File: config.mk
export PLATFORM = sky130hd
export DESIGN_NAME = chm_ram
export DESIGN_NICKNAME = d
export VERILOG_FILES = /design/src/chm_ram.sv
export SDC_FILE = /design/constraint.sdc
export NUM_CORES = 1
export LEC_CHECK = 0
export BUFFER_PORTS_ARGS = -buffer_cell sky130_fd_sc_hd__buf_2
export CORE_ASPECT_RATIO = 1.25
export CORE_UTILIZATION = 50
export DETAILED_ROUTE_END_ITERATION = 10
export PLACE_DENSITY_LB_ADDON = 0.25
export SYNTH_ARGS = -nofsm -noshare
export SYNTH_HDL_FRONTEND = slang
export SYNTH_SLANG_ARGS = --single-unit
File: constraint.sdc
create_clock -name clk -period 1.7 [get_ports clk]
set_clock_uncertainty 0.1 [all_clocks]
set_input_delay 0.255 -clock clk [delete_from_list [all_inputs] [get_ports clk]]
set_output_delay 0.255 -clock clk [all_outputs]
set_load 0.05 [all_outputs]
File: src/chm_ram.sv
// Generic simple dual-port RAM, one write port, one registered read port.
module chm_ram #(
    parameter int WIDTH = 8,
    parameter int DEPTH = 16
) (
    input  logic                                  clk,
    input  logic                                  we,
    input  logic [((DEPTH > 1) ? $clog2(DEPTH) : 1)-1:0] waddr,
    input  logic [WIDTH-1:0]                      wdata,
    input  logic                                  re,
    input  logic [((DEPTH > 1) ? $clog2(DEPTH) : 1)-1:0] raddr,
    output logic [WIDTH-1:0]                      rdata
);

    logic [WIDTH-1:0] mem [DEPTH];

    always_ff @(posedge clk)
    begin
        if (we)
        begin
            mem[waddr] <= wdata;
        end
        if (re)
        begin
            rdata <= mem[raddr];
        end
    end

endmodule

=== Word-level counts from Yosys, hierarchy flattened ===
Memory sizes are Yosys's and may differ from the RTL's. A register that Yosys moved wholly into a read port is not among the register bits.
Cells that the tools add are included.

* Mux-type cells: 2

{| class="wikitable"
|+ Operators with widths
! kind !! number
|-
| two-way mux 1 bit || 2
|}

* Input bits: 19
* Logic and storage cells: 3
* Memory bits (writable): 128
* Memories: 1
* Bits in registers: 0

{| class="wikitable"
|+ Memories
! name !! words !! width !! read ports !! clocked after Yosys merged registers in !! write ports !! RTL line !! source
|-
| mem || 16 || 8 || 1 || 1 || 1 || 15 || <nowiki>logic [WIDTH-1:0] mem [DEPTH];</nowiki>
|}

=== Longest topological paths before layout ===
* Word-level depth: 2
* Mapped depth: 5

=== Least setup slack after synthesis ===
OpenSTA, ideal clock, no wires.

* Path kind: input to register
* Start point: input port waddr[2] (netlist name)
* End point: memory mem[0][0] (enable)
* Setup slack: -0.148 ns
* Arrival time: 1.365 ns
* Required time: 1.217 ns
* Buffers on the path: 0
* Stages: 2
* Path through: or3b_2 -> nor3_1

{| class="wikitable"
|+ RTL lines
! element !! RTL line !! source
|-
| from (decl) || 8 || <nowiki>input logic [((DEPTH > 1) ? $clog2(DEPTH) : 1)-1:0] waddr,</nowiki>
|-
| to (decl) || 15 ||
|}

Straight into the memory's write port.

==> metrics.log <==
INFO  metric status = complete, no violations
INFO  metric p_clk_share = 46.0%
INFO  metric critical_path.max_fanout = 1
INFO  metric drive_above_1_share = 33.4%
INFO  metric antenna-diode-count = 0
INFO  metric synth_xor_area_share = 0%
INFO  metric yosys.area_share.adder = 0%
INFO  metric flow.area_growth_from_synthesis = 19.7%
INFO  metric maximum_buffer_depth_of_the_clock_tree = 2
INFO  metric maxSlewHeadroom = 45.3%
INFO  metric die_height = 116 µm
INFO  metric post_cts_buffers = 0
INFO  metric endpoint_required_time_on_the_critical_path = about 1.8 ns
INFO  metric cts-buffers-inserted = 17
INFO  metric setup_violations = 0
INFO  metric post_synthesis_cell_count = 229
INFO  metric design.portCount = 27
INFO  metric post_synth_and_or_nand_nor_area_fraction = between 3 and 4%
INFO  metric timing.reg2reg.setup_slack = 0.07 ns
INFO  metric place_area = 0.00567 mm²
INFO  metric place_congestion = 0.813
INFO  metric p_total = 0.00779 W
INFO  metric ys_types = 18
INFO  metric cp-start-kind = flop
INFO  metric cts_tree = built
INFO  metric drt.antenna.violating_nets = 0
INFO  metric path_clk_slew = 0.06 ns
INFO  metric overall_die_area = 0.0109 mm²
INFO  metric synth.ff_latch_count = 136
INFO  metric starting_density = 51.7%
INFO  metric routed_wirelength = roughly 10000 µm
INFO  metric swShare = 20.3%
INFO  metric power.share.sequential = 48.8%
INFO  metric cts.sink_count = 136
INFO  metric detail_route.first_pass.iterations = 4
INFO  metric power_leakage = 2.14 nW
INFO  metric placeable_core_area = around 0.010 mm²
INFO  metric avgRoutedWirePerCell = 22.9 µm
INFO  metric p_int = 0.00621 W
INFO  metric hold_ws = 0.118 ns
INFO  metric max-vdd-ir-drop = between 0.7 and 0.8 mV
INFO  metric logic_pwr_share = under 10%
INFO  metric post_cts_hold_buffer_count = 0
INFO  metric timing_worst_slew_pin_value = 0.818 ns
INFO  metric synth_top_family_by_area = multiplexers
INFO  metric regArea = ~0.004 mm²
INFO  metric design_area = 0.00626 mm²
INFO  metric cp-end-kind = flop
INFO  metric mean_cell_area_of_the_mapped_netlist = 22.8 µm²
INFO  metric crit_chain = mux4_1 > a22oi_1 > nand2_1
INFO  metric placementRows = just over 40
INFO  metric compound_cell_area_share_of_the_yosys_netlist = 2.30%
INFO  metric multi_input_area = 0.00106 mm²
INFO  metric number_of_global_route_vias_before_repair = 2685
INFO  metric finalCriticalPeriod = 1.63 ns
INFO  metric yosys_warnings = 0
INFO  metric maximum_number_of_pins_on_one_net_before_global_route_repair = 27
INFO  metric synth_fp_nets = 248
INFO  metric cts.root.buffer_cell = sky130_fd_sc_hd__clkbuf_16
INFO  metric finalHoldViolations = 0
INFO  metric power.net_switching = 0.00158 W
INFO  metric rsz0062_at_grt = no
INFO  metric portBuffers = 26
INFO  metric critical_path_class = flop to flop
INFO  metric syn-cell-area = 0.00523 mm²
INFO  metric muxShareOfSynthArea = 14.8%
INFO  metric max-cap-violations = 0
INFO  metric crit_arrival = 1.69 ns
INFO  metric final_nets = 311
INFO  metric global_route_wire_length_before_repair = 15100 µm
INFO  metric critical_path.max_stage_delay = slightly above 0.5 ns
INFO  metric finish.utilization = 61.9%
INFO  metric postCtsResizedCells = 0
INFO  metric vias = 2496
INFO  metric remaining_drc_errors = 0
INFO  metric synth_sequential_area_ratio = 78.1%
INFO  metric fill_cells = 683
INFO  metric antenna_found_initial = 0
INFO  metric grt.overflow.total = 0
INFO  metric die_width = 93.5 µm
INFO  metric hold_path_class = input pin to flop
INFO  metric insertion_delay = about 0.42 ns
INFO  metric pwr_density_cell = roughly 1200 mW/mm²
INFO  metric max_freq = around 610 MHz
INFO  metric finalMaxSlewViolations = 0
INFO  metric vias_per_cell = about 5.8
INFO  metric cts.htree.levels = 4
INFO  metric violation_count_after_the_first_detailed_routing_iteration = 164
INFO  metric fin_crit_sh = about 96%
INFO  metric critical-path-slowest-cell = sky130_fd_sc_hd__mux4_1
INFO  metric grt_usage = a little over a fifth
INFO  metric hpwlAfterDp = 6370 µm
==> synth_stat cells <==
cell type,count,area share [%]
sky130_fd_sc_hd__edfxtp_1,136,78
sky130_fd_sc_hd__mux4_2,18,7.8
sky130_fd_sc_hd__a22oi_1,16,2.3
sky130_fd_sc_hd__mux4_1,14,7.0
sky130_fd_sc_hd__nor2_1,13,0.93
sky130_fd_sc_hd__nand2_1,9,0.65
sky130_fd_sc_hd__nor3_1,4,0.38
sky130_fd_sc_hd__buf_2,3,0.29
sky130_fd_sc_hd__buf_6,3,0.65
sky130_fd_sc_hd__clkdlybuf4s25_2,3,0.57
sky130_fd_sc_hd__nand2b_1,2,0.24
sky130_fd_sc_hd__nand3b_1,2,0.29
sky130_fd_sc_hd__and2_1,1,0.12
sky130_fd_sc_hd__and2b_1,1,0.14
sky130_fd_sc_hd__buf_4,1,0.14
sky130_fd_sc_hd__nand3_1,1,0.096
sky130_fd_sc_hd__nor2b_1,1,0.12
sky130_fd_sc_hd__or3b_2,1,0.17
==> power by group through the flow <==
stage / Combinational, W / Clock (W) / Sequential [W]
4_1_cts: 0.000411 / 0.00364 / 0.00380
3_3_place_gp: 0.000400 / 0 / 0.00387
2_1_floorplan: 0.000191 / 0 / 0.00392
5_1_grt: 0.000436 / 0.00376 / 0.00380
6_report: 0.000404 / 0.00358 / 0.00380
3_5_place_dp: 0.000409 / 0 / 0.00387
==> per-layer routing <==
layer  global-route usage [%]  vias up  routed length [µm]
met5                        0        -                   0
met4                     9.03        0                 230
met3                     5.86       20                 514
met2                     35.6       82                5210
met1                     24.8     1284                4000
li1                         -     1110                   -
==> cells by family after synthesis <==
group                  Yosys count
DFF                            136
and+or+nand+nor                 35
muxes                           32
AOI/OAI and AO/OA               16
buffers and inverters           10
==> worst paths after layout <==
path | from | to | depth (start not counted)
setup / recovery | mem[2][5] | rdata[5] | 3
hold reg to reg | mem[15][1] | rdata[1] | 3
setup reg to reg | mem[2][5] | rdata[5] | 3
hold / removal | re | rdata[3] | 1
==> per-stage QoR <==
step	setup WS [ns]	cells	setup TNS, ns
floorplan	0.0626	229	0
CTS	0.0782	434	0
global route	0.00238	434	0
finish	0.0705	434	0
global placement	-0.241	402	-1.38
detailed placement	-0.238	402	-1.45
==> cell type report <==
type	count	share of cell area (%)
tap	129	2.58
timing repair buffer	54	5.84
multi-input combinational	83	17.0
sequential	136	65.3
clock buffer	17	6.80
clock inverter	15	2.54
==> flip-flops by register name, indices dropped and copies added (netlist names) <==
name / flops
mem: 128
rdata: 8
==> worst max-delay path, delay by kind of cell (launching register included) <==
family,cells,cell delay (ns)
simple gates,1,0.09
compound gates,1,0.31
flops,1,0.36
mux,1,0.51
==> layout by cell type, fill, tap and decap left out, drive strengths merged <==
cell / instances
nand2: 9
nand2b: 2
nor2b: 1
and2b: 1
nor3: 4
buf: 54
nand3b: 2
bufinv: 3
clkinvlp: 4
and2: 1
inv: 1
clkbuf: 17
mux4: 32
clkinv: 7
or3b: 1
nor2: 13
edfxtp: 136
nand3: 1
a22oi: 16
Power figures use the tool's default switching activity.
